[src/hdl/mpsm_pkg.sv]
// ----------------------------------------------------------------------------
// mpsm_pkg
// Shared types and constants of the schoolbook multiprecision multiplier.
// ----------------------------------------------------------------------------
package mpsm_pkg;

  localparam int MAX_WORDS_DEF     = 16;
  localparam int MAX_WORD_BITS_DEF = 32;

  localparam int DIGIT_W  = 32;
  localparam int WBITS_W  = 6;
  localparam int WORDS_W  = 5;
  localparam int PADDR_W  = 3;
  localparam int PDATA_W  = 32;

  localparam logic [WBITS_W-1:0] WORD_BITS_RST    = 6'd32;
  localparam logic [WORDS_W-1:0] WORDS_IN_USE_RST = 5'd16;

  typedef enum logic [0:0] {
    REG_WORD_BITS    = 1'b0,
    REG_WORDS_IN_USE = 1'b1
  } reg_idx_t;

  typedef struct packed {
    logic [DIGIT_W-1:0] a_digit;
    logic [DIGIT_W-1:0] b_digit;
  } in_item_t;

  typedef struct packed {
    logic [DIGIT_W-1:0] product_digit;
    logic               digit_last;
  } out_item_t;

  typedef struct packed {
    logic valid;
    logic first;
    logic zero_b;
    logic zero_prod;
  } mac_ctl_t;

endpackage

[src/hdl/mpsm_opmem.sv]
// ----------------------------------------------------------------------------
// mpsm_opmem
// Operand digit stores: one write port for loading, one registered read
// port each for the row and column digit.
// ----------------------------------------------------------------------------
module mpsm_opmem #(
  parameter int MAX_WORDS     = mpsm_pkg::MAX_WORDS_DEF,
  parameter int MAX_WORD_BITS = mpsm_pkg::MAX_WORD_BITS_DEF,
  parameter int AW            = 4
) (
  input  logic                     clk,
  input  logic                     we,
  input  logic [AW-1:0]            waddr,
  input  mpsm_pkg::in_item_t       wdata,
  input  logic [MAX_WORD_BITS-1:0] mask,
  input  logic [AW-1:0]            raddr_a,
  input  logic [AW-1:0]            raddr_b,
  output logic [MAX_WORD_BITS-1:0] a_q,
  output logic [MAX_WORD_BITS-1:0] b_q
);

  logic [MAX_WORD_BITS-1:0] a_mem [MAX_WORDS];
  logic [MAX_WORD_BITS-1:0] b_mem [MAX_WORDS];

  always_ff @(posedge clk) begin
    if (we) begin
      a_mem[waddr] <= wdata.a_digit[MAX_WORD_BITS-1:0] & mask;
      b_mem[waddr] <= wdata.b_digit[MAX_WORD_BITS-1:0] & mask;
    end
    a_q <= a_mem[raddr_a];
    b_q <= b_mem[raddr_b];
  end

endmodule

[config.mk]
export PLATFORM = sky130hd
export DESIGN_NAME = mpsm_opmem
export DESIGN_NICKNAME = d
export VERILOG_FILES = /design/src/hdl/mpsm_pkg.sv /design/src/hdl/mpsm_opmem.sv
export SDC_FILE = /design/constraint.sdc
export NUM_CORES = 1
export LEC_CHECK = 0
export ABC_AREA = 1
export ABC_CLOCK_PERIOD_IN_PS = 5200
export BUFFER_PORTS_ARGS = -buffer_cell sky130_fd_sc_hd__buf_2
export CORE_MARGIN = 1
export CORE_UTILIZATION = 46
export DETAILED_ROUTE_END_ITERATION = 10
export SYNTH_ARGS = -nofsm -noshare
export SYNTH_HDL_FRONTEND = slang
export SYNTH_SLANG_ARGS = --single-unit
[constraint.sdc]
create_clock -name clk -period 5.2 [get_ports clk]
set_clock_uncertainty 0.2 [all_clocks]
set_input_delay 0.26 -clock clk [delete_from_list [all_inputs] [get_ports clk]]
set_output_delay 0.26 -clock clk [all_outputs]
set_load 0.01 [all_outputs]
# After elaboration in Yosys (flattened, before gate mapping)
# Memories as Yosys holds them, arrays and structs flattened. A register that Yosys moved wholly into a read port is not among the register bits.
# Cells that the tools add are included.
# Widths: inputs -> output; s select.
# word_totals
regBits,0
mem_bits_rw,1024
out_inout_bits,64
word_cells,6
n_memories,2
# mem_list
name,depth,width,rd,rd_ports_with_merged_regs,wr,line_no,text
a_mem,16,32,1,1,1,mpsm_opmem.sv:22,logic [MAX_WORD_BITS-1:0] a_mem [MAX_WORDS];
b_mem,16,32,1,1,1,mpsm_opmem.sv:23,logic [MAX_WORD_BITS-1:0] b_mem [MAX_WORDS];
# op_classes
n_mux,2
n_bitwise,2
# ops
operator,count
$and 32x32->32,2
$mux 1,2

# Longest topological paths before layout
# logic_depth
depth_word,2
depth_mapped,10
depth_no_buf,7

# Worst setup path before layout
# OpenSTA, ideal clock, no wires.
# synth_timing
path_type,input-to-reg
startpoint,in waddr[0]
endpoint,mem a_mem[13][0] in the netlist's numbering (enable)
setup_ps,486
t_arrival_ps,3142
t_required_ps,4514
path_slack_ps,1372
path_stages,4
path_buffers,0
path_cell_list,inv_1 nor2_1 nand2_1 nor2_1
# synth_lines
element,line_no,text
"start, declared",mpsm_opmem.sv:13,"input logic [AW-1:0] waddr,"
"end, declared",mpsm_opmem.sv:22,
# Straight into the memory's write port.

==> results.sh <==
export IMPL_status="finished, final reports clean"
export IMPL_first_iter_violations=2668
export IMPL_worstReg2RegEnd="b_q[14]"
export IMPL_cp_num_buf_inv=4
export IMPL_r2r_start="b_mem[1][14]"
export IMPL_power_density_nw_per_um2=366
export IMPL_hold_class="input port to flop"
export IMPL_num_nets_final=4614
export IMPL_via_count=29600
export IMPL_clock_sinks=1088
export IMPL_multi_input_area_sq_um=9350
export IMPL_maxSlewViolCount=0
export IMPL_post_place_ws_ps=2350
export IMPL_maxCapViolations=0
export IMPL_core_sq_um=98600
export IMPL_grt_max_degree=184
export IMPL_synth_ff_latch_count=1088
export IMPL_required_ps=5520
export IMPL_post_cts_resize_count=0
export IMPL_cts_root_buf="clkbuf_16"
export IMPL_crit_path_start_kind="input port"
export IMPL_setup_tns_ps=0
export IMPL_worst_slack_ps=2690
export IMPL_reg2reg_depth=6
export IMPL_die_y_microns=317
export IMPL_crit_start="raddr_a[2]"
export IMPL_syn_area_per_cell_sq_um=10.5
export IMPL_slowest_stage="buf_4"
export IMPL_setup_viol=0
export IMPL_cts_tree="built"
export IMPL_critPathTopFamily="buffers and inverters"
export IMPL_drive_above_1_share_pct=8.60
export IMPL_grt_setup_unrepaired="no"
export IMPL_max_freq_mhz=399
export IMPL_postRouteAntennaNets=0
export IMPL_dr_pass1_iters=8
export IMPL_ir_worst_vdd_mv=0.276
export IMPL_layout_min_cycle_time_ps=2510
export IMPL_postRouteWirelength_microns=115000
export IMPL_syn_area_sq_um=45800
export IMPL_ys_seq_area_share_pct=70.0
export IMPL_critPathKind="input port to flop"
export IMPL_synth_top_area_share_pct=67.2
export IMPL_drc_errors=0
export IMPL_track_usage_pct=23.0
export IMPL_die_w_microns=317
export IMPL_cts_clk_slew_worst_paths_ps=60
export IMPL_via_per_inst=5.01
export IMPL_reg2reg_slack_ps=3840
export IMPL_finalHoldViolations=0
export IMPL_tightest_slew_ps=1220
export IMPL_cts_htree_levels=3
export IMPL_rows=115
export IMPL_synth_warnings=0
export IMPL_ys_top_cells_by_area="edfxtp_1 67%, nand2_1 12%, nand3_1 8.4%"
export IMPL_numCtsBuffers=112
export IMPL_wire_per_inst_microns=19.6
export IMPL_synth_largest_area_cell="edfxtp_1"
export IMPL_final_cell_mix="1414 x nand2_1, 1024 x edfxtp_1, 835 x inv_1"
export IMPL_grt_overflow=0
export IMPL_io_pins=174
export IMPL_antenna_found_initial=4
export IMPL_clk_latency_ps=690
export IMPL_die_area_sq_um=101000
export IMPL_synthDistinctLibCells=15
export IMPL_static_leakage_power_nw=22.7
export IMPL_slew_headroom_pct=18.5
export IMPL_arrival_ps=2830
export IMPL_gp_congestion=0.744
export IMPL_syn2layout_area_growth_pct=12.7
export IMPL_n_fill_cell=8532
export IMPL_path_cells="dlygate4sd3_1 > buf_4 > inv_2 > buf_4 > nand3_1 > nand3_1 > nand2_1"
export IMPL_cp_depth=7
export IMPL_critPathMaxStageDelay_ps=710
export IMPL_grt_pass1_vias=28300
export IMPL_final_common_cell="nand2_1"
export IMPL_grt_pass1_wl_microns=174000
export IMPL_numPortBuffers=173
export IMPL_cp_max_fo=44
export IMPL_synth_net_count=4453
export IMPL_clockBufferDepth=3
export IMPL_min_path_cells=3
export IMPL_seqCellArea_sq_um=32000
export IMPL_crit_end="a_q[9]"
export IMPL_synth_cells=4343
export IMPL_period_share_pct=48.2
export IMPL_start_util_pct=46.5
export IMPL_hpwl_microns=56900
export IMPL_worstSetupEndpointType="flop"
[layer usage]
metal / routed length (microns) / track usage [%] / part of all wire [%] / vias up
met5: 8 / 0 / 0.0069 / -
met1: 50500 / 31.4 / 44 / 14300
met2: 55100 / 37.8 / 48 / 846
li1: - / - / - / 14300
met3: 6630 / 3.34 / 5.7 / 180
met4: 3170 / 7.61 / 2.7 / 2
[repair_timing]
item / CTS / global route
endpoints found under the setup margin: 0 / 0
hold buffers: 43 / 0
endpoints found under the hold margin: 416 / 0
buffers inserted: 0 / 0
[worst min-delay path by stage]
| stage | start | end | slack, ps |
|---|---|---|---|
| after floorplan | raddr_b[2] | b_q[0] | 330 |
| after global placement | a_mem[14][18] | a_q[18] | 430 |
| after detailed placement | b_mem[10][5] | b_q[5] | 440 |
| after CTS | wdata[8] | b_mem[6][8] | 0.5 |
| after global routing | wdata[8] | b_mem[7][8] | 50 |
| final | wdata[8] | b_mem[6][8] | 3 |
[stage by stage]
step	utilization, %	power (W)	hold WS [ps]	std cells	cell area, sq um
after CTS	52.3	0.0190	0.520	5891	51600
final	52.3	0.0189	3.29	5893	51600
after detailed placement	48.2	0.0112	435	5634	47500
after global routing	52.3	0.0195	50.0	5892	51600
after global placement	48.2	0.0112	433	5634	47500
after floorplan	-	0.0108	328	4343	45800
[synth_stat cells]
cell,count
buf_1,29
nor2_1,18
buf_2,81
buf_12,1
inv_6,2
inv_2,2
nand3_1,770
buf_8,1
buf_4,46
edfxtp_1,1024
inv_1,839
nand2_1,1414
clkbuf_1,17
buf_6,35
dfxtp_1,64
[logic make-up (layout without fill, tap and decap cells)]
kind of cell | count (synthesis) | in the layout | share of synthesized area [%]
and+or+nand+nor | 2202 | 2202 | 20.2
DFF | 1088 | 1088 | 70.0
buffers and inverters | 1053 | 1314 | 9.89
other | 0 | 2 | 0
[report_power, final]
part           total (W)  internal, W  switching [W]
Sequential       0.00987      0.00980      0.0000714
Clock            0.00785      0.00453        0.00333
Combinational    0.00117     0.000328       0.000839
Total             0.0189       0.0147        0.00424
[layout make-up]
| type | instances | area share (%) |
|---|---|---|
| Sequential cell | 1088 | 62.1 |
| Antenna cell | 2 | 0.00970 |
| Inverter | 843 | 6.17 |
| Tap cell | 1287 | 3.12 |
| Clock inverter | 57 | 0.934 |
| Multi-Input combinational cell | 2202 | 18.1 |
| Clock buffer | 157 | 6.05 |
| Timing Repair Buffer | 257 | 3.50 |
[sequential cells by signal, indices dropped and copies added (netlist names)]
| name | count |
|---|---|
| a_mem | 512 |
| b_mem | 512 |
| a_q | 32 |
| b_q | 32 |
[worst register-to-register path, stage by stage (launching register included)]
cell	delay, ps
edfxtp_1	370
inv_1	70
nand2_1	50
nand3_1	110
nand3_1	90
nand3_1	100
nand2_1	190
Note: power is estimated with default switching activity, not from simulation.
