$ cat config.mk
export PLATFORM = sky130hd
export DESIGN_NAME = mpsm_mac
export DESIGN_NICKNAME = d
export VERILOG_FILES = /design/src/hdl/mpsm_pkg.sv /design/src/hdl/mpsm_mac.sv
export SDC_FILE = /design/constraint.sdc
export NUM_CORES = 2
export LEC_CHECK = 0
export BUFFER_PORTS_ARGS = -buffer_cell sky130_fd_sc_hd__buf_2
export CAP_MARGIN = 20
export CORE_ASPECT_RATIO = 1.2
export CORE_MARGIN = 3
export CORE_UTILIZATION = 61
export DETAILED_ROUTE_END_ITERATION = 16
export PLACE_DENSITY_LB_ADDON = 0.1
export RECOVER_POWER = 100
export SLEW_MARGIN = 30
export SYNTH_ARGS = -nofsm -noshare
export SYNTH_HDL_FRONTEND = slang
export SYNTH_SLANG_ARGS = --single-unit
$ cat constraint.sdc
create_clock -name clk -period 19.23 [get_ports clk]
set_clock_uncertainty 0.05 [all_clocks]
set_input_delay 0 -clock clk [delete_from_list [all_inputs] [get_ports clk]]
set_output_delay 0 -clock clk [all_outputs]
set_load 0.05 [all_outputs]
$ cat src/hdl/mpsm_pkg.sv
// ----------------------------------------------------------------------------
// mpsm_pkg
// Shared types and constants of the schoolbook multiprecision multiplier.
// ----------------------------------------------------------------------------
package mpsm_pkg;

  localparam int MAX_WORDS_DEF     = 16;
  localparam int MAX_WORD_BITS_DEF = 32;

  localparam int DIGIT_W  = 32;
  localparam int WBITS_W  = 6;
  localparam int WORDS_W  = 5;
  localparam int PADDR_W  = 3;
  localparam int PDATA_W  = 32;

  localparam logic [WBITS_W-1:0] WORD_BITS_RST    = 6'd32;
  localparam logic [WORDS_W-1:0] WORDS_IN_USE_RST = 5'd16;

  typedef enum logic [0:0] {
    REG_WORD_BITS    = 1'b0,
    REG_WORDS_IN_USE = 1'b1
  } reg_idx_t;

  typedef struct packed {
    logic [DIGIT_W-1:0] a_digit;
    logic [DIGIT_W-1:0] b_digit;
  } in_item_t;

  typedef struct packed {
    logic [DIGIT_W-1:0] product_digit;
    logic               digit_last;
  } out_item_t;

  typedef struct packed {
    logic valid;
    logic first;
    logic zero_b;
    logic zero_prod;
  } mac_ctl_t;

endpackage

$ cat src/hdl/mpsm_mac.sv
// ----------------------------------------------------------------------------
// mpsm_mac
// Multiply-accumulate pipeline: multiply stage, then add of product,
// stored digit and running carry, split into low digit and carry.
// ----------------------------------------------------------------------------
module mpsm_mac #(
  parameter int MAX_WORD_BITS = mpsm_pkg::MAX_WORD_BITS_DEF,
  parameter int PW            = 5
) (
  input  logic                          clk,
  input  logic                          rst_n,
  input  mpsm_pkg::mac_ctl_t            ctl0,
  input  logic [PW-1:0]                 addr0,
  input  logic [MAX_WORD_BITS-1:0]      a_q,
  input  logic [MAX_WORD_BITS-1:0]      b_q,
  input  logic [MAX_WORD_BITS-1:0]      p_q,
  input  logic [MAX_WORD_BITS-1:0]      mask,
  input  logic [mpsm_pkg::WBITS_W-1:0]  w_eff,
  output logic                          we,
  output logic [PW-1:0]                 waddr,
  output logic [MAX_WORD_BITS-1:0]      wdata
);

  localparam int PROD_W = 2 * MAX_WORD_BITS;

  mpsm_pkg::mac_ctl_t       ctl1_r, ctl2_r;
  logic [PW-1:0]            addr1_r, addr2_r;
  logic [MAX_WORD_BITS-1:0] a_m, b_m;
  logic [PROD_W-1:0]        mul_r;
  logic [MAX_WORD_BITS-1:0] prod_r;
  logic [MAX_WORD_BITS-1:0] carry_r;
  logic [MAX_WORD_BITS-1:0] carry_in;
  logic [PROD_W-1:0]        sum;
  logic [PROD_W-1:0]        sum_sh;

  assign a_m = a_q & mask;
  assign b_m = ctl1_r.zero_b ? '0 : (b_q & mask);

  always_ff @(posedge clk) begin
    if (!rst_n) begin
      ctl1_r <= '0;
      ctl2_r <= '0;
    end else begin
      ctl1_r <= ctl0;
      ctl2_r <= ctl1_r;
    end
    addr1_r <= addr0;
    addr2_r <= addr1_r;
    mul_r   <= PROD_W'(a_m) * PROD_W'(b_m);
    prod_r  <= ctl1_r.zero_prod ? '0 : (p_q & mask);
    if (ctl2_r.valid)
      carry_r <= sum_sh[MAX_WORD_BITS-1:0];
  end

  assign carry_in = ctl2_r.first ? '0 : carry_r;
  assign sum      = mul_r + PROD_W'(prod_r) + PROD_W'(carry_in);
  assign sum_sh   = sum >> w_eff;

  assign we    = ctl2_r.valid;
  assign waddr = addr2_r;
  assign wdata = sum[MAX_WORD_BITS-1:0] & mask;

endmodule

==> Yosys cells after proc, flatten, opt, wreduce, memory -nomap -nowiden <==
Cells that the tools add are included.
{ "op_classes": {"n_addsub": 2, "n_mul": 1, "n_shift": 1, "mux": 2, "bitwise_logic": 4} }
{ "ops": {"columns": ["op", "n"], "rows": [
  ["$add A64 B32 Y64", 2],
  ["$and A32 B32 Y32", 4],
  ["$mul A32 B32 Y64", 1],
  ["$mux W32", 2],
  ["$shr A64 B6 Y32", 1]
]} }
{ "word_totals": {"register_bits": 144, "input_bits": 145, "out_inout_bits": 38, "word_cells": 21} }

==> Depth between registers and ports, before layout <==
{ "logic_depth": {"word_depth": 3, "mapped_depth": 35} }

==> Worst setup path after synthesis <==
No wires, ideal clock.
{ "synth_path": {"path_type": "reg2reg", "startpoint": "register ctl1_r[1] (netlist name)", "endpoint": "register mul_r[60]", "t_arrival_ns": 8.233, "path_slack_ns": 10.827, "stages_incl_launch_ff": 32, "n_path_buf": 4, "synth_period_minus_slack_ns": 8.403, "path_cell_list": "dfxtp_1 -> clkbuf_1 -> clkbuf_1 -> nand3b_1 -> clkbuf_1 -> nor2_1 -> fa_1 -> fa_1 -> fa_1 -> inv_1 -> fa_1 -> inv_1 -> fa_1 -> inv_1 -> fa_1 -> inv_1 -> fa_1 -> fa_1 -> ha_1 -> clkbuf_1 -> a21o_1 -> a21oi_1 -> a21bo_2 -> a31o_2 -> a21o_1 -> o41ai_1 -> a31o_2 -> o21a_1 -> a41oi_1 -> o21ai_0 -> a21oi_1 -> xnor2_1"} }
{ "synth_via": {"elab_chain_len": 2} }
{ "synth_rtl": {"columns": ["element", "line_no", "rtl"], "rows": [
  ["start, declared", "mpsm_mac.sv:26", "mpsm_pkg::mac_ctl_t ctl1_r, ctl2_r;"],
  ["start signal, assigned", "mpsm_mac.sv:44", "ctl1_r <= ctl0;"],
  ["$mux W32", "mpsm_mac.sv:37", "assign b_m = ctl1_r.zero_b ? '0 : (b_q & mask);"],
  ["$mul A32 B32 Y64", "mpsm_mac.sv:49", "mul_r <= PROD_W'(a_m) * PROD_W'(b_m);"],
  ["end signal, assigned", "mpsm_mac.sv:49", null],
  ["end, declared", "mpsm_mac.sv:29", "logic [PROD_W-1:0] mul_r;"]
]} }
No other way between the ends.
A chain may end at the register's enable or synchronous reset.

==> Worst setup path in the final report <==
{ "layout_path": {"startpoint": "register ctl1_r[1] (netlist name)", "endpoint": "register mul_r[63]"} }
Same word-level chain as after synthesis.

==> results.yml <==
placement:
  dp_worst_setup_slack_ns: 9.44
  dp_hpwl_mm: 137
  routabilityCongestion: 1.04
  io_buffers: 182
floorplan:
  core_area_um2: 71400
  start_util_pct: 61.9
  ios: 183
  die-area_um2: 75700
  die_y_um: 301
  fp-row-count: 107
  die_width_um: 252
critical_path:
  cpPeakStageDelay_ns: 1.51
  cp_max_fo: 43
  worstPathArrival_ns: 12.05
  critPathMostFrequentCell: "fa_1"
  start_kind: "register"
  end_kind: "register"
  slowest_stage: "clkbuf_1"
  worstReg2RegStart: "ctl1_r[1]$_SDFF_PN0_"
  critical_path_class: "reg -> reg"
  crit_start: "ctl1_r[1]$_SDFF_PN0_"
  cp.required_ns: 19.56
yosys:
  yosysWarningCount: 0
  yosysTopAreaCell: "fa_1"
  syn_area_um2: 44200
  async_flop_share_pct: 0
  syn_inst: 5189
  synth_ff_type: "dfxtp_1"
  avgSynthCellArea_um2: 8.52
  synth-seq-cells: 144
  yosysUniqueCellTypes: 94
  synth_top_area_share_pct: 42.1
  synth_edf_count: 32
  ys_seq_area_share_pct: 7.25
  synth.area.top_cells: "fa_1, ha_1, inv_1"
  syn-num-nets: 6558
sta:
  setup_tns_ns: 0
  finalSetupViolations: 0
  finalMaxSlewViolations: 182
  period_share_pct: 61.0
  fin_ws_ns: 7.50
  relSlewSlack_pct: -68.9
  tightest_slew_ns: 2.53
  grt_setup_unrepaired: "false"
  period_minus_slack_ns: 11.73
  hold_violations: 0
  fmax_mhz: 85.3
global_routing:
  grt_pass1_vias: 40200
  antenna_found_initial: 13
  grt_pass1_wl_mm: 256
  grtUsageTotal_pct: 46.8
  grtUsageMet2_pct: 71.1
  grt-ovfl-total: 0
  grt_use_met1_pct: 54.9
  grt_most_used_layer: "met2"
  grt_max_degree: 60
  grt_util_met3_pct: 15.6
power:
  swShare_pct: 58.9
  clkPwrFrac_pct: 7.2
  cellInternalPower_mw: 1.91
  comb_power_share_pct: 82.0
  pwr_density_cell_nw_per_um2: 98.3
  switching_power_mw: 2.74
  seqPwrFrac_pct: 10.9
  leakage_nw: 22.5
  ir_drop_mv: 0.0813
clock_tree:
  tritoncts: "built"
  clk_pin_slew_worst_paths_ns: 0.07
  cts_buffer_depth: 2
  root_buffer: "clkbuf_16"
  clkLatencyLatePin_ns: 0.45
  cts.htree.levels: 4
  cts.sinks: 144
  cts_made_buffers: 17
cells_and_area:
  nFillCells: 6049
  layout.nets: 6654
  layout-drive-gt1-share_pct: 7.00
  syn_to_final_growth_pct: 6.86
  final_core_util_pct: 66.2
min_path:
  hold_path.class: "in -> reg"
  hp-start: "a_q[1]"
outcome:
  violations: "capacitance limit, slew limit"
  status: "finished, violations left"
detailed_routing:
  drt_pre_antenna_iters: 6
  wl_mm: 175
  drc: 0
  first_iter_violations: 4107
  vias: 39300
  ant_nets: 0
  wl_per_cell_um: 28.1
  viasPerCell: 6.31
job:
  maxCapViolCount: 7
## per-layer routing
metal | up-vias | wire [µm]
met3 | 844 | 23400
met1 | 19200 | 58100
met5 | - | 57
met4 | 8 | 17800
met2 | 2920 | 75600
li1 | 16300 | -
## synth_stat cells (17+ instances only)
cell        n
fa_1      929
nand4_1    31
o211ai_1   30
nor2b_1    50
a21oi_1   141
inv_1     939
and3_1     22
edfxtp_1   32
nand2b_1   17
nand2_1   607
or2_2      25
xor2_1     42
mux2i_1    35
dfxtp_1   112
o22ai_1    18
nor2_1    790
o21bai_1   22
mux4_2     24
ha_1      295
a211oi_1   42
clkbuf_1  246
and2_1     83
a21o_1     59
xnor2_1    72
o21ai_0    90
nand3_1    52
nor3_1     34
## critical path: cells and delay by family (launching register included)
| family | cells | cell delay, ns |
|---|---|---|
| adder cells (fa/ha/maj) | 9 | 4.47 |
| flip-flops | 1 | 0.31 |
| AO/OA/AOI/OAI | 11 | 3.05 |
| buffers and inverters | 5 | 1.71 |
| XOR/XNOR | 1 | 0.13 |
| AND/OR/NAND/NOR | 3 | 1.92 |
## registers in the layout, summed over array words and instances, names as in the netlist
name     flops
addr1_r      5
we           1
waddr        5
carry_r     32
ctl1_r       4
prod_r      32
ctl2_r       1
mul_r       64
## cell usage in the layout (no fill, tap or decap), types with 41 or more instances in the layout
cell type,synthesis,layout
a211oi_1,42,41
a21o_1,59,59
a21oi_1,141,141
and2_1,83,77
buf_2,11,137
buf_4,0,87
clkbuf_1,246,49
dfxtp_1,112,111
dlygate4sd3_1,0,79
fa_1,929,929
ha_1,295,295
inv_1,939,938
nand2_1,607,602
nand3_1,52,52
nor2_1,790,782
nor2b_1,50,50
o21ai_0,90,95
xnor2_1,72,72
xor2_1,42,42
## power by group through the flow
| stage | clock, mW | combinational [mW] | sequential, mW |
|---|---|---|---|
| finish | 0.332 | 3.81 | 0.505 |
| global route | 0.344 | 4.10 | 0.509 |
| CTS | 0.335 | 3.70 | 0.499 |
| detailed placement | 0 | 3.67 | 0.506 |
| global placement | 0 | 3.64 | 0.507 |
| floorplan | 0 | 2.56 | 0.447 |
## worst paths after layout
path,endpoint,slack [ns],cells past startpoint
worst min-delay path,mul_r[2]$_DFF_P_,0.15,5
worst max-delay path,mul_r[63]$_DFF_P_,7.50,29
worst min register to register,waddr[1]$_DFF_P_,0.28,0
worst max register to register,mul_r[63]$_DFF_P_,7.50,29
## layout make-up
type	instances	area (µm²)	share of cell area (%)
Antenna cell	8	20.0	0.0424
Clock buffer	17	425	0.901
Clock inverter	15	148	0.313
Inverter	942	3540	7.49
Multi-Input combinational cell	3826	36400	77.1
Sequential cell	144	3200	6.78
Tap cell	926	1160	2.45
Timing Repair Buffer	354	2340	4.95
## logic make-up after synthesis
family                     share of synthesized area [%]
and+or+nand+nor                                     17.8
adders and majority gates                           50.4
buffers and inverters                               10.4
AOI/OAI and AO/OA                                   9.56
DFF                                                 7.25
xor gates and xnor gates                            2.26
muxes                                               2.32
## metrics by stage
stage | instance area [µm²] | hold slack [ns] | power [mW] | instances
5_1_grt | 47200 | 0.150 | 4.95 | 6228
2_1_floorplan | 44200 | -0.0223 | 3.01 | 5189
6_report | 47200 | 0.145 | 4.64 | 6232
3_3_place_gp | 45900 | 0.0536 | 4.15 | 6111
3_5_place_dp | 45900 | 0.0545 | 4.17 | 6112
4_1_cts | 47300 | 0.131 | 4.54 | 6223
## timing repair
item                      4_1_cts  5_1_grt
hold endpoints to repair       44        0
resized for setup               0        0
hold buffers                   79        0
buffers inserted                0        0
No activity file was read; power rests on OpenSTA's default activity.
