==> src/hdl/mpsm_pkg.sv <==
// ----------------------------------------------------------------------------
// mpsm_pkg
// Shared types and constants of the schoolbook multiprecision multiplier.
// ----------------------------------------------------------------------------
package mpsm_pkg;

  localparam int MAX_WORDS_DEF     = 16;
  localparam int MAX_WORD_BITS_DEF = 32;

  localparam int DIGIT_W  = 32;
  localparam int WBITS_W  = 6;
  localparam int WORDS_W  = 5;
  localparam int PADDR_W  = 3;
  localparam int PDATA_W  = 32;

  localparam logic [WBITS_W-1:0] WORD_BITS_RST    = 6'd32;
  localparam logic [WORDS_W-1:0] WORDS_IN_USE_RST = 5'd16;

  typedef enum logic [0:0] {
    REG_WORD_BITS    = 1'b0,
    REG_WORDS_IN_USE = 1'b1
  } reg_idx_t;

  typedef struct packed {
    logic [DIGIT_W-1:0] a_digit;
    logic [DIGIT_W-1:0] b_digit;
  } in_item_t;

  typedef struct packed {
    logic [DIGIT_W-1:0] product_digit;
    logic               digit_last;
  } out_item_t;

  typedef struct packed {
    logic valid;
    logic first;
    logic zero_b;
    logic zero_prod;
  } mac_ctl_t;

endpackage

==> src/hdl/mpsm_cfg.sv <==
// ----------------------------------------------------------------------------
// mpsm_cfg
// Register file on the APB-style port; derives effective digit width,
// digit count and digit mask.
// ----------------------------------------------------------------------------
module mpsm_cfg #(
  parameter int MAX_WORDS     = mpsm_pkg::MAX_WORDS_DEF,
  parameter int MAX_WORD_BITS = mpsm_pkg::MAX_WORD_BITS_DEF
) (
  input  logic                              clk,
  input  logic                              rst_n,
  input  logic                              psel,
  input  logic                              penable,
  input  logic                              pwrite,
  input  logic [mpsm_pkg::PADDR_W-1:0]      paddr,
  input  logic [mpsm_pkg::PDATA_W-1:0]      pwdata,
  output logic [mpsm_pkg::PDATA_W-1:0]      prdata,
  output logic                              pready,
  output logic [mpsm_pkg::WBITS_W-1:0]      w_eff,
  output logic [mpsm_pkg::WORDS_W-1:0]      t_eff,
  output logic [MAX_WORD_BITS-1:0]          mask
);

  logic [mpsm_pkg::WBITS_W-1:0] word_bits_r;
  logic [mpsm_pkg::WORDS_W-1:0] words_in_use_r;
  mpsm_pkg::reg_idx_t           idx;
  logic                         wr_en;
  logic [MAX_WORD_BITS:0]       mask_full;

  assign pready = 1'b1;
  assign idx    = mpsm_pkg::reg_idx_t'(paddr[2]);
  assign wr_en  = psel & penable & pwrite;

  always_ff @(posedge clk) begin
    if (!rst_n) begin
      word_bits_r    <= mpsm_pkg::WORD_BITS_RST;
      words_in_use_r <= mpsm_pkg::WORDS_IN_USE_RST;
    end else if (wr_en) begin
      case (idx)
        mpsm_pkg::REG_WORD_BITS:    word_bits_r    <= pwdata[mpsm_pkg::WBITS_W-1:0];
        mpsm_pkg::REG_WORDS_IN_USE: words_in_use_r <= pwdata[mpsm_pkg::WORDS_W-1:0];
        default: ;
      endcase
    end
  end

  always_comb begin
    case (idx)
      mpsm_pkg::REG_WORD_BITS:    prdata = mpsm_pkg::PDATA_W'(word_bits_r);
      mpsm_pkg::REG_WORDS_IN_USE: prdata = mpsm_pkg::PDATA_W'(words_in_use_r);
      default:                    prdata = '0;
    endcase
  end

  always_comb begin
    if (word_bits_r == '0)
      w_eff = mpsm_pkg::WBITS_W'(1);
    else if (word_bits_r > mpsm_pkg::WBITS_W'(MAX_WORD_BITS))
      w_eff = mpsm_pkg::WBITS_W'(MAX_WORD_BITS);
    else
      w_eff = word_bits_r;

    if (words_in_use_r == '0)
      t_eff = mpsm_pkg::WORDS_W'(1);
    else if (words_in_use_r > mpsm_pkg::WORDS_W'(MAX_WORDS))
      t_eff = mpsm_pkg::WORDS_W'(MAX_WORDS);
    else
      t_eff = words_in_use_r;
  end

  assign mask_full = ((MAX_WORD_BITS+1)'(1) << w_eff) - (MAX_WORD_BITS+1)'(1);
  assign mask      = mask_full[MAX_WORD_BITS-1:0];

endmodule

==> config.mk <==
export PLATFORM = sky130hd
export DESIGN_NAME = mpsm_cfg
export DESIGN_NICKNAME = d
export VERILOG_FILES = /design/src/hdl/mpsm_pkg.sv /design/src/hdl/mpsm_cfg.sv
export SDC_FILE = /design/constraint.sdc
export NUM_CORES = 1
export LEC_CHECK = 0
export BUFFER_PORTS_ARGS = -buffer_cell sky130_fd_sc_hd__buf_4
export CAP_MARGIN = 30
export CORE_MARGIN = 2
export CORE_UTILIZATION = 41
export CTS_CLUSTER_SIZE = 10
export DETAILED_ROUTE_END_ITERATION = 10
export GPL_ROUTABILITY_DRIVEN = 0
export GPL_TIMING_DRIVEN = 1
export PLACE_DENSITY_LB_ADDON = 0.12
export SETUP_SLACK_MARGIN = 0.2
export SLEW_MARGIN = 40
export SYNTH_ARGS = -nofsm -noshare
export SYNTH_HDL_FRONTEND = slang
export SYNTH_SLANG_ARGS = --single-unit
==> constraint.sdc <==
create_clock -name clk -period 3.25 [get_ports clk]
set_clock_uncertainty 0.2 [all_clocks]
set_input_delay 0.65 -clock clk [delete_from_list [all_inputs] [get_ports clk]]
set_output_delay 0.65 -clock clk [all_outputs]
set_load 0.02 [all_outputs]
# Word level (Yosys, flattened, before mapping)
# Cells that the tools add are included.
# classes
eq_ne	0
magnitude_cmp	2
div_mod_pow	0
bitwise	3
n_mux	5
n_addsub	1
multipliers	0
shifts	1
n_reduce_logical	4
# op_table
cell	count
one-hot mux 32 bit (2 select lines)	1
<< shifter 1 x 6 -> 32 bit (first input constant)	1
subtractor 32 x 2 -> 32 bit (second input constant)	1
two-way mux 6 bit	2
two-way mux 5 bit	2
greater-than comparator 6 bit (second input constant)	1
zero test 6 bit	1
greater-than comparator 5 bit (second input constant)	1
zero test 5 bit	1
AND reduction 2 bit	2
bitwise AND 1 bit	2
NOT 1 bit	1
# totals
output_inout_bits	76
inputBits	40
latch_bits	0
rom_bits	0
word_cells	18
register_bits	11
ram_bits	0
mem_count	0

# Longest topological paths before layout
# logic_depth
depth_word	5
depth_mapped	9
depth_no_buf	6

# Least setup slack after synthesis
# OpenSTA, ideal clock, no wires.
# synth_timing
path_kind	register -> output
start	register word_bits_r[2] (netlist bit)
end	output port mask[10]
t_arrival_ps	2080
required_time_ps	2400
path_slack_ps	320
n_path_buf	4
path_stages_with_launch	10
cell_sequence	dfxtp_1 clkbuf_2 buf_2 nor2_1 nand2_1 ha_1 buf_2 buf_2 o21ai_0 o32ai_1
# synth_between
elab_chain_len	5
word_cells_on_any_way	6
classes_between	add/sub: 1; order compare: 1; shift: 1; mux: 2; reduce/logical: 1
# synth_rtl
element	line_no	source
start, declared	mpsm_cfg.sv:24	logic [mpsm_pkg::WBITS_W-1:0] word_bits_r;
start signal, assigned	mpsm_cfg.sv:36	word_bits_r <= mpsm_pkg::WORD_BITS_RST;
start signal, assigned	mpsm_cfg.sv:40	mpsm_pkg::REG_WORD_BITS: word_bits_r <= pwdata[mpsm_pkg::WBITS_W-1:0];
greater-than comparator 6 bit	mpsm_cfg.sv:58	else if (word_bits_r > mpsm_pkg::WBITS_W'(MAX_WORD_BITS))
two-way mux 6 bit	mpsm_cfg.sv:58	
two-way mux 6 bit *	mpsm_cfg.sv:56	if (word_bits_r == '0)
<< shifter 1 x 6 -> 32 bit *	mpsm_cfg.sv:71	assign mask_full = ((MAX_WORD_BITS+1)'(1) << w_eff) - (MAX_WORD_BITS+1)'(1);
subtractor 32 x 2 -> 32 bit *	mpsm_cfg.sv:71	
end, declared	mpsm_cfg.sv:21	output logic [MAX_WORD_BITS-1:0] mask
# Mark *: on every way between the ends. The rest lies on a longest branch, timed or not.

# Worst setup path in the final report
# layout_timing
start	register word_bits_r[4] (netlist bit)
end	output port mask[8]
# Same word-level chain as after synthesis.

==> results.py <==
metrics = {
    "logic_synthesis": {
        "netlist_area_sq_um": 1560,
        "async_reset_ff_share_pct": 0,
        "yosysWarnings": 0,
        "ys_types": 56,
        "synth-compound-area-share_pct": 20.9,
        "syn_avg_cell_area_sq_um": 7.24,
        "ys.flop_type": "dfxtp_1",
        "yosys.area_share.xor_xnor_pct": 2.25,
        "muxShareOfSynthArea_pct": 9.89,
        "ys_ff_latch": 11,
        "synth_top_area_share_pct": 14.1,
        "postSynthCellCount": 215,
        "synth_top_family_by_area": "simple AND/OR/NAND/NOR gates",
        "yosysSeqAreaShare_pct": 14.1,
        "synth_area_leaders": "dfxtp_1 (14%), buf_4 (14%), mux2i_1 (7.7%), nor2b_1 (6.8%), o21ai_0 (4.8%)",
        "synthAdderAreaFrac_pct": 0.804,
        "synth_edf_count": 0,
        "yosysTopAreaCell": "dfxtp_1",
        "synth-simple-area-share_pct": 29.6,
    },
    "critical_path": {
        "cp_data_arrival_time_ns": 2.02,
        "startpoint_type": "flip-flop",
        "rr_startpoint": "word_bits_r[0]",
        "r2r_cells": 2,
        "r2r_setup_slack_ns": 1.89,
        "cp.required_ns": 2.40,
        "r2r_end": "word_bits_r[0]",
        "crit_fanout": 15,
        "critPathKind": "flip-flop to output pin",
        "cp-end-kind": "output pin",
    },
    "floorplanning": {
        "core_area_sq_um": 3660,
        "die_h_um": 65.6,
        "core.rowCount": 22,
        "die_x_um": 65.6,
        "start_util_pct": 42.5,
        "io_pins": 116,
        "dieArea_sq_um": 4310,
    },
    "final_layout": {
        "fillers": 395,
        "drive_gt1_share_pct": 32.2,
        "final_common_cell": "buf_4",
        "layout.nets": 303,
        "final_cell_mix": "buf_4 (66), conb_1 (29), nand2_1 (19)",
        "area_delta_synth_final_pct": 24.9,
        "diodes": 0,
    },
    "sta": {
        "rsz0062_at_grt": "false",
        "finalCritPeriodShare_pct": 88.4,
        "slew_headroom_pct": 49.6,
        "tightest_slew_ns": 0.755,
        "finalMaxSlewViolations": 0,
        "fmaxAchievable_mhz": 348,
        "tns_ns": 0,
        "setup_viol": 0,
        "hold_viol_final": 0,
        "fin_crit_ns": 2.87,
    },
    "clock_network": {
        "cts_htree_levels": 1,
        "clk_path_buf_depth": 2,
        "cts_root_buffer": "clkbuf_8",
        "clk_pin_slew_ns": 0.05,
        "clock-sinks": 11,
        "cts_buffers": 3,
        "cts_resized": 0,
        "worst_skew_pair.late_latency_ns": 0.23,
        "tritoncts": "built",
        "cts_hold_buf": 0,
        "postCtsSetupRepairBufs": 0,
    },
    "worst_hold_path": {
        "hp-class": "flip-flop to flip-flop",
        "whs_path_depth": 2,
        "min_from": "words_in_use_r[0]",
        "min_to": "words_in_use_r[0]",
    },
    "global_route": {
        "grt_remaining_overflow": 0,
        "grt_pass1_wl_um": 6290,
        "met1_usage_pct": 24.7,
        "grt_use_total_pct": 17.9,
        "grt_use_met2_pct": 30.5,
        "antenna_found_initial": 0,
        "grt_pass1_vias": 1332,
        "grt_max_degree": 35,
        "busiest_layer": "met2",
        "use_met3_pct": 1.54,
    },
    "detailed_routing": {
        "drt_iter0_markers": 130,
        "wirelength_um": 3920,
        "final_antenna_net_count": 0,
        "wl_per_cell_um": 12.7,
        "first_pass_iters": 4,
        "via_per_inst": 4.94,
        "routed-via-count": 1526,
        "drc": 0,
    },
    "power_and_ir_drop": {
        "leakage_nw": 0.874,
        "ir_worst_vdd_mv": 0.235,
        "power.density_nw_per_um2": 233,
        "finalPower_mw": 0.453,
    },
    "status": {
        "status": "finished clean",
    },
    "job": {
        "max-cap-violations": 0,
    },
    "placed_design": {
        "hpwl_um": 2830,
        "io_buffers": 59,
    },
}
## layout make-up
cell class,instances,area [sq um],area share (%)
clock buffer,4,45.0,2.32
inverter,6,22.5,1.16
tap,48,60.1,3.09
sequential,11,220,11.3
timing repair buffer,66,495,25.5
multi-input combinational,174,1100,56.6
## sequential cells by signal, indices dropped and copies added (netlist names)
signal / count
words_in_use_r: 5
word_bits_r: 6
## synth_stat cells (5+ instances only)
cell type and n:
mux2i_1 12, dfxtp_1 11, nor2b_1 17, a21oi_1 7, nand2b_1 5, buf_4 28, inv_1 5, o21ai_0 15
clkbuf_1 10, nor2_1 11, nand2_1 19, buf_2 11
## per-stage QoR
stage	hold WS, ns	setup WS (ns)	cell area, sq um	instances	utilization (%)
finish	0.343	0.379	1940	309	53.1
CTS	0.343	0.211	1940	309	53.0
floorplan	0.304	0.320	1660	242	-
global route	0.356	0.247	1940	309	53.1
detailed placement	0.336	0.471	1890	305	51.7
global placement	0.330	0.464	1890	305	51.7
## metal layers
layer	part of all wire, %	routed length (um)
met5	0	0
met4	0.23	9
met3	5.8	229
met2	48	1900
met1	46	1790
## power by group
group	leakage [nW]	internal [mW]	total, mW	switching (mW)
clock network	0.0228	0.0858	0.133	0.0475
registers	0.0891	0.138	0.142	0.00422
logic	0.762	0.0661	0.177	0.111
total	0.874	0.290	0.453	0.163
## kinds of logic (layout without fill, tap and decap cells)
logic type	after synthesis	count (layout)
AOI/OAI and AO/OA	48	48
xor gates and xnor gates	4	4
adders and majority gates	1	1
buffers and inverters	57	76
DFF	11	11
muxes	15	15
other	2	29
and+or+nand+nor	77	77
## worst max-delay path: stages, from the launching register on
cell and delay (ns):
dfxtp_1 0.37, nor3_4 0.06, nand2_1 0.07, ha_2 0.29, buf_4 0.23, nor2b_2 0.21, a21oi_1 0.06, o32ai_1 0.29
buf_4 0.20
## worst max path at each step
stage | from | endpoint | slack, ns | depth (start not counted)
final | word_bits_r[4] | mask[8] | 0.38 | 8
after global routing | word_bits_r[3] | mask[24] | 0.25 | 8
after CTS | word_bits_r[3] | mask[8] | 0.21 | 8
after detailed placement | word_bits_r[3] | mask[8] | 0.47 | 8
after global placement | word_bits_r[3] | mask[24] | 0.46 | 8
after floorplan | word_bits_r[2] | mask[10] | 0.32 | 9
No activity file was read; power rests on OpenSTA's default activity.
