`src/hdl/mpsm_pkg.sv`:
```
// ----------------------------------------------------------------------------
// mpsm_pkg
// Shared types and constants of the schoolbook multiprecision multiplier.
// ----------------------------------------------------------------------------
package mpsm_pkg;

  localparam int MAX_WORDS_DEF     = 16;
  localparam int MAX_WORD_BITS_DEF = 32;

  localparam int DIGIT_W  = 32;
  localparam int WBITS_W  = 6;
  localparam int WORDS_W  = 5;
  localparam int PADDR_W  = 3;
  localparam int PDATA_W  = 32;

  localparam logic [WBITS_W-1:0] WORD_BITS_RST    = 6'd32;
  localparam logic [WORDS_W-1:0] WORDS_IN_USE_RST = 5'd16;

  typedef enum logic [0:0] {
    REG_WORD_BITS    = 1'b0,
    REG_WORDS_IN_USE = 1'b1
  } reg_idx_t;

  typedef struct packed {
    logic [DIGIT_W-1:0] a_digit;
    logic [DIGIT_W-1:0] b_digit;
  } in_item_t;

  typedef struct packed {
    logic [DIGIT_W-1:0] product_digit;
    logic               digit_last;
  } out_item_t;

  typedef struct packed {
    logic valid;
    logic first;
    logic zero_b;
    logic zero_prod;
  } mac_ctl_t;

endpackage

```
`src/hdl/mpsm_seq.sv`:
```
// ----------------------------------------------------------------------------
// mpsm_seq
// Sequencer: operand loading, row-by-row issue of multiply-accumulate
// steps and read-out of the product digits.
// ----------------------------------------------------------------------------
module mpsm_seq #(
  parameter int MAX_WORDS = mpsm_pkg::MAX_WORDS_DEF,
  parameter int AW        = 4,
  parameter int CNT_W     = 5,
  parameter int PW        = 5
) (
  input  logic                         clk,
  input  logic                         rst_n,
  input  logic                         start,
  input  logic [mpsm_pkg::WORDS_W-1:0] t_eff,
  output logic                         busy,
  output logic                         ld_we,
  output logic [AW-1:0]                ld_addr,
  output logic [AW-1:0]                ra_addr,
  output logic [AW-1:0]                rb_addr,
  output logic [PW-1:0]                p_raddr,
  output mpsm_pkg::mac_ctl_t           ctl0,
  output logic                         out_valid_r,
  output logic                         out_last_r
);

  typedef enum logic [1:0] {
    S_LOAD,
    S_MAC,
    S_OUT
  } state_t;

  state_t     state_r;
  logic [CNT_W-1:0] load_cnt_r;
  logic [CNT_W-1:0] cnt_inc;
  logic [AW-1:0]    i_r;
  logic [CNT_W-1:0] j_r;
  logic [PW-1:0]    k_r;
  logic             accept;
  logic             load_done;
  logic             row_end;
  logic             last_row;
  logic             k_last;

  assign busy      = (state_r != S_LOAD);
  assign accept    = start & ~busy;
  assign cnt_inc   = load_cnt_r + CNT_W'(1);
  assign load_done = (mpsm_pkg::WORDS_W'(cnt_inc) >= t_eff);
  assign ld_we     = accept && (load_cnt_r < CNT_W'(MAX_WORDS));
  assign ld_addr   = load_cnt_r[AW-1:0];

  assign row_end  = (mpsm_pkg::WORDS_W'(j_r) == t_eff);
  assign last_row = (mpsm_pkg::WORDS_W'(i_r) == t_eff - mpsm_pkg::WORDS_W'(1));
  assign k_last   = ((mpsm_pkg::WORDS_W + 1)'(k_r) ==
                     {t_eff, 1'b0} - (mpsm_pkg::WORDS_W + 1)'(1));

  assign ra_addr = i_r;
  assign rb_addr = row_end ? '0 : j_r[AW-1:0];

  always_comb begin
    ctl0 = '0;
    if (state_r == S_OUT) begin
      p_raddr = k_r;
    end else begin
      p_raddr = PW'(i_r) + PW'(j_r);
    end
    if (state_r == S_MAC) begin
      ctl0.valid     = 1'b1;
      ctl0.first     = (j_r == '0);
      ctl0.zero_b    = row_end;
      ctl0.zero_prod = row_end || (i_r == '0);
    end
  end

  always_ff @(posedge clk) begin
    if (!rst_n) begin
      state_r     <= S_LOAD;
      load_cnt_r  <= '0;
      i_r         <= '0;
      j_r         <= '0;
      k_r         <= '0;
      out_valid_r <= 1'b0;
      out_last_r  <= 1'b0;
    end else begin
      out_valid_r <= 1'b0;
      out_last_r  <= 1'b0;
      case (state_r)
        S_LOAD: begin
          if (accept) begin
            if (load_done) begin
              load_cnt_r <= '0;
              i_r        <= '0;
              j_r        <= '0;
              state_r    <= S_MAC;
            end else begin
              load_cnt_r <= cnt_inc;
            end
          end
        end
        S_MAC: begin
          if (row_end) begin
            j_r <= '0;
            if (last_row) begin
              k_r     <= '0;
              state_r <= S_OUT;
            end else begin
              i_r <= i_r + AW'(1);
            end
          end else begin
            j_r <= j_r + CNT_W'(1);
          end
        end
        S_OUT: begin
          out_valid_r <= 1'b1;
          out_last_r  <= k_last;
          if (k_last) begin
            state_r <= S_LOAD;
          end else begin
            k_r <= k_r + PW'(1);
          end
        end
        default: state_r <= S_LOAD;
      endcase
    end
  end

endmodule

```
`config.mk`:
```
export PLATFORM = sky130hd
export DESIGN_NAME = mpsm_seq
export DESIGN_NICKNAME = d
export VERILOG_FILES = /design/src/hdl/mpsm_pkg.sv /design/src/hdl/mpsm_seq.sv
export SDC_FILE = /design/constraint.sdc
export NUM_CORES = 1
export LEC_CHECK = 0
export BUFFER_PORTS_ARGS = -buffer_cell sky130_fd_sc_hd__clkbuf_2
export CORE_ASPECT_RATIO = 1.4
export CORE_UTILIZATION = 35
export DETAILED_ROUTE_END_ITERATION = 10
export GPL_TIMING_DRIVEN = 0
export PLACE_DENSITY_LB_ADDON = 0.05
export SYNTH_ARGS = -nofsm -noshare
export SYNTH_HDL_FRONTEND = slang
export SYNTH_SLANG_ARGS = --single-unit
```
`constraint.sdc`:
```
create_clock -name clk -period 1.75 [get_ports clk]
set_input_delay 0.0875 -clock clk [delete_from_list [all_inputs] [get_ports clk]]
set_output_delay 0.0875 -clock clk [all_outputs]
set_load 0.01 [all_outputs]
```
# [After elaboration in Yosys (flattened, before gate mapping)]
# Index checks and enable logic that the tools add are counted.
[classes] multipliers=0 shift=0 div=0 reduce_logical=14 bitwise_logic=2 muxes=24 add_sub_neg=7 order_cmp=2 eq_ne=12
[op_table] operator="$mux W5" n=8
[op_table] operator="$mux W4" n=6
[op_table] operator="$pmux W5 S2" n=2
[op_table] operator="$add A5 B1 Y5 const B" n=3
[op_table] operator="$ne A2 B2 Y1 const B" n=7
[op_table] operator="$mux W2" n=5
[op_table] operator="$reduce_and A5 Y1" n=2
[op_table] operator="$pmux W4 S2" n=1
[op_table] operator="$eq A5 B6 Y1" n=1
[op_table] operator="$pmux W2 S3" n=1
[op_table] operator="$reduce_bool A2 Y1" n=3
[op_table] operator="$sub A6 B1 Y6 const B" n=1
[op_table] operator="$add A4 B5 Y5" n=1
[op_table] operator="$eq A4 B5 Y1" n=1
[op_table] operator="$eq A5 B5 Y1" n=1
[op_table] operator="$ge A5 B5 Y1" n=1
[op_table] operator="$logic_not A5 Y1" n=1
[op_table] operator="$lt A5 B5 Y1 const B" n=1
[op_table] operator="$sub A5 B1 Y5 const B" n=1
[op_table] operator="$add A4 B1 Y4 const B" n=1
[op_table] operator="$logic_not A4 Y1" n=1
[op_table] operator="$reduce_and A2 Y1" n=2
[op_table] operator="$reduce_and A4 Y1" n=1
[op_table] operator="$reduce_and A3 Y1" n=1
[op_table] operator="8 further kinds" n=8
[totals] input_bits=8 out_inout_bits=25 memories=0 ff_bits=23 ram_bits=0 rom_bits=0 latchBits=0

# [Logic depth before layout (Yosys ltp)]
# Gate-level depths: netlist of the first run.
[depth] word_depth=5 mapped_depth=9 mapped_depth_nobuf=8

# [Worst setup path after synthesis of the first run]
# No wires, ideal clock.
[synth_path] kind="register to register" start="register load_cnt_r[2]" end="register load_cnt_r[2]" setup_slack_ps=-161 period_less_slack_ps=1911 required_time_ps=1674 setup_ps=76 stages_incl_launch_ff=9 arrival_time_ps=1835 path_cell_list="dfxtp_1 nand3_1 xnor2_1 ha_1 a21oi_1 o21ai_0 a21oi_1 nand4b_1 a21boi_0"
[synth_between] elab_chain_len=3
[synth_lines] element="from (decl)" line_no="mpsm_seq.sv:34" source="logic [CNT_W-1:0] load_cnt_r;"
[synth_lines] element="from (signal assigned)" line_no="mpsm_seq.sv:96" source="load_cnt_r <= cnt_inc;"
[synth_lines] element="$add A5 B1 Y5 (*)" line_no="mpsm_seq.sv:47" source="assign cnt_inc = load_cnt_r + CNT_W'(1);"
[synth_lines] element="$ge A5 B5 Y1" line_no="mpsm_seq.sv:48" source="assign load_done = (mpsm_pkg::WORDS_W'(cnt_inc) >= t_eff);"
[synth_lines] element="$mux W5 (*)" line_no="mpsm_seq.sv:90" source="if (load_done) begin"
# Every way passes the cells marked *; elsewhere a longest branch is shown, timed or not.
# A chain may end at the register's enable or synchronous reset.

# [Worst setup path after layout of the first run]
[layout_path] start="register load_cnt_r[0]" end="register i_r[1] (netlist: ra_addr[1])"
[layout_between] elab_chain_len=4
[layout_lines] element="$add A5 B1 Y5" line_no="mpsm_seq.sv:47"
[layout_lines] element="$ge A5 B5 Y1" line_no="mpsm_seq.sv:48"
[layout_lines] element="$ne A2 B2 Y1 (no source line)"
[layout_lines] element="$reduce_and A5 Y1 (no source line)"
[layout_lines] element="to (signal assigned)" line_no="mpsm_seq.sv:107" source="i_r <= i_r + AW'(1);"
[layout_lines] element="to (decl)" line_no="mpsm_seq.sv:36" source="logic [AW-1:0] i_r;"
# Every way passes these cells.

==> qor.csv, run 1 <==
metric,value,unit
worst slew pin tran,0.550,ns
Worst-path clk slew,0.10,ns
RSZ-0062 raised after global routing,yes,
VDD IR max,0.000245,V
Chip Width,64.0,um
Antenna Violating Nets Remaining,0,
largest family of logic cells by synthesized area,simple AND/OR/NAND/NOR gates,
post-synthesis adder-cell area fraction,11.7,%
Final min period,1.90,ns
Via density,5.14,
worst min-delay path startpoint,rst_n,
"Top FF cell, synth",dfxtp_1,
P per Cell Area,437,nW/um^2
Setup Skew,0.00988,ns
startpoint types,flop,
Synth Area in Compound Gates,16.6,%
CP Buf/Inv Count,0,
highest cell delay on the worst timing path,0.38,ns
Avg Inst Size Synth,8.25,sq um
max cap viols,0,
worst skew pair latency,0.27,ns
CP Launch Point,load_cnt_r[0],
n_diodes,0,
"Setup violations, final",17,
FMAX,0.525,GHz
Total GRT Usage,20.3,%
vias in the first global route,1681,
post-route clock period utilization,109,%
Synth-to-Final Area Change,39.8,%
Synth Register Bits,23,
origin of the critical flop-to-flop path,load_cnt_r[0],
Layout Nets,309,
Via Count,1795,
cell count of the worst reg-to-reg path,8,
CTS max path bufs,2,
CP Cell Sequence,"ha_4, xor2_2, ha_1, nand2_2, o21ai_4, a21oi_4, o21ai_4, mux2i_1",
Iteration-0 DRC Markers,52,
failing checks,setup timing,
"Seq/Total Area, Yosys",24.5,%
CTS tree,yes,
Final Hold Vio Count,0,
CTS Hold Bufs,0,
syn_nets,253,
first-pass GRT wire length,8690,um
Critical Path RT,1.96,ns
Hold Path Depth,3,
crit path DAT,2.11,ns
clk sink count,23,
CP endpoint kind,flop,
Worst path top cell family by delay,compound AO/OA/AOI/OAI gates,
Pleak,1.17,nW
number of port buffers,30,
simple-gate area share of the yosys netlist,26.0,%
Tot Pwr,1.15,mW
layout cells sized above 1,42.8,%
mapped cell area,1880,sq um
normalized max-slew margin,63.3,%
Synth Area in XOR/XNOR,11.6,%
core region area,5160,sq um
mux cell area share after synthesis,1.60,%
PnR worst setup slack,-0.154,ns
final core utilization,51.0,%
synth warn,0,
first-pass detailed-route iteration total,4,
initial antenna violation count,0,
post-DP HPWL,3820,um
remaining global-route overflow,0,
row count,31,
number of max-slew violations in the final report,0,
run status,finished with violations,
I/O pin total,33,
largest net degree at the start of global routing,14,
dpl ws,-0.328,ns
Reg area,489,sq um
H-tree Lvls,1,
distinct cell type count after synthesis,53,
Hold/Removal Path Class,input port to flop,
Worst path most repeated cell,o21ai_4,
Cells after Synth,228,
critical path class,flop to flop,
fillers,525,
RD Place Congestion,0.750,
Crit Path Max Fanout,7,
starting density of the core,36.5,%
Post-route DRC,0,
full die area,5680,sq um
Async SR Flop Fraction,0,%
post-DR wirelength/cell,15.4,um
CTS buffer count,3,
WHS,0.139,ns
Die Y-Extent,88.8,um
Critical Path Slowest Stage Cell,dfxtp_4,
root buffer cell,clkbuf_8,
Post-synth EDFFs,0,
area of the multi-input gates,1550,sq um
final WL,5370,um
Critical Path Stages,8,
==> cell usage after synthesis, types with 2 or more instances <==
cell,number,area (sq um)
nand4_1,2,12.5
nand3b_1,3,22.5
clkbuf_1,4,15.0
mux2i_1,3,30.0
inv_1,21,78.8
a21oi_1,11,55.1
nand2_1,24,90.1
xnor3_1,2,45.0
or2_2,3,18.8
nor2_1,11,41.3
a21o_1,2,15.0
nand3_1,13,65.1
nor3b_1,3,22.5
and3_1,3,18.8
ha_1,16,200
a2bb2oi_1,3,26.3
buf_4,4,30.0
nand4b_1,4,35.0
buf_6,2,22.5
xnor2_1,8,70.1
a41oi_1,2,17.5
a31oi_1,4,25.0
and2_1,2,12.5
dfxtp_1,23,460
xor2_1,8,70.1
a21boi_0,6,45.0
nand2b_1,3,18.8
o21ai_0,13,65.1
==> flip-flops by register name (all words and copies together), names as in the netlist <==
signal,cells
k_r,5
out_last_r,1
state_r,2
ra_addr,4
out_valid_r,1
j_r,5
load_cnt_r,5
==> final timing paths <==
check	to	slack (ns)
setup / recovery	ra_addr[1]	-0.15
setup reg to reg	ra_addr[1]	-0.15
hold reg to reg	k_r[0]	0.53
hold / removal	out_valid_r	0.14
==> cell type report <==
type,instances,share of cell area [%]
multi-input cells,173,58.7
flip-flops and latches,23,18.6
repair buffers,51,12.0
well taps,66,3.14
inverters,21,3.00
plain buffers,11,2.81
clock buffers,3,1.57
clock inverters,1,0.190
==> layout by cell type (no fill, tap or decap), drive strengths merged, types with 4 or more instances in the layout <==
| master | netlist | final |
|---|---|---|
| a21boi | 6 | 6 |
| a21oi | 11 | 11 |
| a31oi | 4 | 4 |
| buf | 7 | 30 |
| clkbuf | 4 | 35 |
| dfxtp | 23 | 23 |
| ha | 16 | 16 |
| inv | 21 | 21 |
| nand2 | 24 | 24 |
| nand2b | 4 | 4 |
| nand3 | 14 | 14 |
| nand4b | 4 | 4 |
| nor2 | 11 | 11 |
| o21ai | 14 | 14 |
| xnor2 | 9 | 9 |
| xor2 | 9 | 9 |
==> power breakdown <==
part	total, mW	switching (mW)	internal [mW]
Clock	0.354	0.195	0.160
Combinational	0.262	0.138	0.124
Sequential	0.534	0.0112	0.522
Total	1.15	0.344	0.806
==> metal layers <==
metal | vias up | global-route usage (%) | part of all wire, %
met3 | 4 | 1.29 | 2.3
met5 | - | 0 | 0
met1 | 857 | 24.8 | 43
met2 | 32 | 38.2 | 54
met4 | 0 | 5.58 | 0.73
li1 | 902 | - | -
==> stage by stage <==
| stage | setup TNS [ns] | cell area (sq um) | instances |
|---|---|---|---|
| 2_1_floorplan | -0.00921 | 1910 | 228 |
| 3_3_place_gp | -5.78 | 2140 | 324 |
| 3_5_place_dp | -5.49 | 2140 | 324 |
| 5_1_grt | -3.50 | 2630 | 349 |
| 4_1_cts | -1.49 | 2450 | 342 |
| 6_report | -1.82 | 2630 | 349 |
==> what timing repair did <==
action,in CTS,in global routing
setup endpoints to repair,28,27
buffers inserted,14,7
pin swaps,25,18
gates resized for setup,48,27
==> worst reg2reg max path, stage by stage (launching register included) <==
cell     delay [ns]
dfxtp_4        0.38
ha_4           0.19
xor2_2         0.15
ha_1           0.29
nand2_2        0.06
o21ai_4        0.22
a21oi_4        0.14
o21ai_4        0.21
mux2i_1        0.20
==> kinds of logic (layout without fill, tap and decap cells) <==
group | after synthesis | count (layout)
and+or+nand+nor | 84 | 84
DFF | 23 | 23
adders and majority gates | 17 | 17
AOI/OAI and AO/OA | 49 | 49
muxes | 3 | 3
xor gates and xnor gates | 20 | 20
buffers and inverters | 32 | 87
Power figures use the tool's default switching activity.
==> run 2, diff against run 1 <==
--- a/config.mk
+++ b/config.mk
@@ -5,7 +5,7 @@
 export SDC_FILE = /design/constraint.sdc
 export NUM_CORES = 1
 export LEC_CHECK = 0
-export BUFFER_PORTS_ARGS = -buffer_cell sky130_fd_sc_hd__clkbuf_2
+export BUFFER_PORTS_ARGS = -buffer_cell sky130_fd_sc_hd__buf_4
 export CORE_ASPECT_RATIO = 1.4
 export CORE_UTILIZATION = 35
 export DETAILED_ROUTE_END_ITERATION = 10
==> qor.csv, run 2 (synthesis gave the netlist of run 1 again) <==
metric,value,unit
P per Cell Area,436,nW/um^2
failing checks,setup timing,
fillers,535,
first-pass detailed-route iteration total,4,
CP endpoint kind,flop,
Total GRT Usage,20.5,%
max cap viols,0,
CTS tree,yes,
crit path DAT,2.13,ns
Chip Width,64.0,um
RD Place Congestion,0.790,
"Setup violations, final",16,
startpoint types,flop,
worst slew pin tran,0.612,ns
final WL,5300,um
run status,finished with violations,
VDD IR max,0.000202,V
remaining global-route overflow,0,
Critical Path RT,1.96,ns
row count,31,
Setup Skew,0.0116,ns
Layout Nets,307,
worst skew pair latency,0.28,ns
core region area,5160,sq um
normalized max-slew margin,59.2,%
vias in the first global route,1736,
number of max-slew violations in the final report,0,
most frequent cells in the layout,"50 x buf_4, 23 x nand2_1, 17 x inv_1",
number of port buffers,30,
Antenna Violating Nets Remaining,0,
Hold/Removal Path Class,input port to flop,
Tot Pwr,1.17,mW
"commonest non-fill, non-tap cell in the layout",buf_4,
post-DP HPWL,3800,um
Final Hold Vio Count,0,
dpl ws,-0.350,ns
Pleak,1.17,nW
RSZ-0062 raised after global routing,yes,
PnR worst setup slack,-0.167,ns
CTS Hold Bufs,0,
FMAX,0.522,GHz
CTS buffer count,3,
critical path class,flop to flop,
clk sink count,23,
n_diodes,0,
Post-route DRC,0,
first-pass GRT wire length,8890,um
Crit Path Max Fanout,7,
I/O pin total,33,
Top Registers,"j_r: 5 flops, k_r: 5 flops, load_cnt_r: 5 flops",
layout cells sized above 1,43.1,%
full die area,5680,sq um
post-DR wirelength/cell,15.3,um
Iteration-0 DRC Markers,52,
Synth-to-Final Area Change,42.9,%
Final min period,1.92,ns
post-route clock period utilization,110,%
setup_tns,-1.68,ns
starting density of the core,36.5,%
Via Count,1781,
Worst-path clk slew,0.10,ns
CTS max path bufs,2,
root buffer cell,clkbuf_8,
Die Y-Extent,88.8,um
Via density,5.13,
largest net degree at the start of global routing,15,
initial antenna violation count,0,
H-tree Lvls,1,
-- run 2: changes by cell type in the layout (fill, tap and decap cells not counted), moves of 2 or more --
cell      previous run  this run
clkbuf_2            29         1
buf_4               23        50
a21boi_1             4         6
a21boi_2             2         0
buf_2                3         1
-- run 2: final timing paths --
check	startpoint	to	slack [ns]	cells past startpoint
worst max-delay path	load_cnt_r[0]	ra_addr[1]	-0.17	8
worst min register to register	load_cnt_r[4]	load_cnt_r[4]	0.52	2
worst min-delay path	rst_n	out_valid_r	0.09	3
worst max register to register	load_cnt_r[0]	ra_addr[1]	-0.17	8
-- run 2: area by class of cell --
class	instances	area [sq um]	share of cell area [%]
Multi-Input combinational cell	173	1530	57.0
Sequential cell	23	487	18.1
Timing Repair Buffer	49	379	14.1
Tap cell	66	82.6	3.07
Inverter	21	81.3	3.02
Buffer	11	77.6	2.89
Clock buffer	3	41.3	1.54
Clock inverter	1	7.51	0.279
-- run 2: worst max-delay path, cell delays in order (launching register included) --
cell and delay, ns:
dfxtp_4 0.38, ha_4 0.18, xor2_2 0.14, ha_1 0.29, nand2_2 0.07, o21ai_4 0.24
a21oi_4 0.14, o21ai_4 0.20, mux2i_1 0.20
-- run 2: power by group --
part | switching [mW] | internal, mW | leakage (nW) | total [mW]
Combinational | 0.137 | 0.129 | 0.959 | 0.266
Sequential | 0.0111 | 0.524 | 0.192 | 0.535
Clock | 0.210 | 0.162 | 0.0217 | 0.371
-- run 2: metrics by stage --
step                      cell area [sq um]  instances  utilization [%]  hold slack (ns)
after floorplan                        1910        228                -            0.220
after global placement                 2220        324             43.0            0.373
after detailed placement               2220        324             43.0            0.374
after CTS                              2510        339             48.7           0.0882
after global routing                   2690        347             52.1            0.111
final                                  2690        347             52.1           0.0865
-- run 2: repair_timing --
action,CTS,global route
setup buffers,11,8
setup endpoints to repair,27,28
pin swaps,22,19
gates resized for setup,49,25
-- run 2: metal layers --
| metal | share of wire (%) | routed length (um) | up-vias | GRT usage [%] |
|---|---|---|---|---|
| met5 | 0 | 0 | - | 0 |
| met4 | 2.8 | 147 | 0 | 8.68 |
| met2 | 50 | 2660 | 33 | 35.9 |
| met3 | 2.7 | 143 | 8 | 1.93 |
| li1 | - | - | 902 | - |
| met1 | 44 | 2350 | 838 | 25.7 |
==> run 3, diff against run 2 <==
--- a/config.mk
+++ b/config.mk
@@ -6,8 +6,10 @@
 export NUM_CORES = 1
 export LEC_CHECK = 0
 export BUFFER_PORTS_ARGS = -buffer_cell sky130_fd_sc_hd__buf_4
+export CELL_PAD_IN_SITES_DETAIL_PLACEMENT = 1
+export CELL_PAD_IN_SITES_GLOBAL_PLACEMENT = 2
 export CORE_ASPECT_RATIO = 1.4
-export CORE_UTILIZATION = 35
+export CORE_UTILIZATION = 30
 export DETAILED_ROUTE_END_ITERATION = 10
 export GPL_TIMING_DRIVEN = 0
 export PLACE_DENSITY_LB_ADDON = 0.05
==> qor.csv, run 3 (synthesis gave the netlist of run 1 again) <==
metric,value,unit
VDD IR max,0.000219,V
I/O pin total,33,
failing checks,setup timing,
CP Cell Sequence,"ha_4, xor2_1, ha_1, nand2_2, o21ai_4, a21oi_4, o21ai_4, mux2i_1",
remaining global-route overflow,0,
vias in the first global route,1855,
Antenna Violating Nets Remaining,0,
startpoint types,flop,
CP Buf/Inv Count,0,
clk sink count,23,
RD Place Congestion,0.754,
Worst path top cell family by delay,compound AO/OA/AOI/OAI gates,
Final Hold Vio Count,0,
"commonest non-fill, non-tap cell in the layout",buf_4,
Critical Path Slowest Stage Cell,dfxtp_4,
Total GRT Usage,19.7,%
setup_tns,-1.09,ns
Layout Nets,314,
run status,finished with violations,
Pleak,1.23,nW
RSZ-0062 raised after global routing,yes,
dpl ws,-0.425,ns
Via density,5.14,
Final min period,1.88,ns
initial antenna violation count,0,
worst skew pair latency,0.27,ns
CTS tree,yes,
CTS Hold Bufs,0,
max cap viols,0,
first-pass GRT wire length,9470,um
core region area,5950,sq um
Critical Path RT,1.96,ns
P per Cell Area,421,nW/um^2
Via Count,1841,
DP Area,2220,sq um
CTS max path bufs,2,
post-DR wirelength/cell,17.3,um
CP endpoint kind,flop,
full die area,6600,sq um
Die Y-Extent,95.7,um
largest net degree at the start of global routing,13,
CTS buffer count,3,
final core utilization,48.1,%
first-pass detailed-route iteration total,4,
crit path DAT,2.09,ns
normalized max-slew margin,57.1,%
worst slew pin tran,0.643,ns
Tot Pwr,1.20,mW
post-route clock period utilization,107,%
row count,33,
fillers,696,
Crit Path Max Fanout,7,
layout cells sized above 1,48.6,%
H-tree Lvls,1,
number of max-slew violations in the final report,0,
PnR worst setup slack,-0.131,ns
Synth-to-Final Area Change,52.0,%
post-DP HPWL,4310,um
n_diodes,0,
FMAX,0.532,GHz
root buffer cell,clkbuf_8,
Hold/Removal Path Class,input port to flop,
Worst-path clk slew,0.09,ns
"Setup violations, final",16,
Worst path most repeated cell,o21ai_4,
critical path class,flop to flop,
most frequent cells in the layout,"56 x buf_4, 22 x nand2_1, 17 x inv_1",
"Design Area, Final",2860,sq um
Post-route DRC,0,
Top Registers,"j_r: 5 flops, k_r: 5 flops, load_cnt_r: 5 flops",
starting density of the core,31.6,%
Setup Skew,0.00672,ns
Chip Width,68.9,um
number of port buffers,30,
final WL,6190,um
highest cell delay on the worst timing path,0.38,ns
Iteration-0 DRC Markers,30,
run 3: area by class of cell:
type | count | area (sq um) | share of cell area, %
multi-input cells | 173 | 1640 | 57.3
flip-flops and latches | 23 | 490 | 17.1
repair buffers | 56 | 444 | 15.5
well taps | 70 | 87.6 | 3.06
inverters | 21 | 81.3 | 2.84
plain buffers | 11 | 73.8 | 2.58
clock buffers | 4 | 45.0 | 1.57
run 3: worst reg2reg max path, stage by stage, from the launching register on:
cell and delay, ns:
dfxtp_4 0.38, ha_4 0.18, xor2_1 0.15, ha_1 0.29, nand2_2 0.06, o21ai_4 0.21
a21oi_4 0.15, o21ai_4 0.21, mux2i_1 0.20
run 3: timing repair:
action                                  in CTS  in global routing
setup buffers                               12                 14
resized for setup                           47                 45
endpoints found under the setup margin      28                 28
pin swaps                                   26                 24
run 3: power breakdown:
part,switching [mW],internal [mW],leakage (nW)
registers,0.0104,0.522,0.193
clock network,0.191,0.163,0.0228
logic,0.158,0.158,1.02
run 3: stage by stage:
step / hold WS [ns] / cells
4_1_cts: 0.0953 / 344
2_1_floorplan: 0.220 / 228
3_5_place_dp: 0.382 / 328
6_report: 0.106 / 358
3_3_place_gp: 0.379 / 328
5_1_grt: 0.122 / 358
run 3: routing by layer:
metal  vias up  share of wire [%]  GRT usage (%)
met5         -                  0              0
met4         0               0.86           5.61
met3         4                1.8           1.54
met2        25                 54           35.2
met1       898                 43           24.5
li1        914                  -              -
run 3: worst paths after layout:
path	start	endpoint	slack, ns	depth (start not counted)
max	load_cnt_r[1]	ra_addr[1]	-0.13	8
min	rst_n	out_valid_r	0.11	3
max reg2reg	load_cnt_r[1]	ra_addr[1]	-0.13	8
min reg2reg	ra_addr[1]	ra_addr[1]	0.51	2
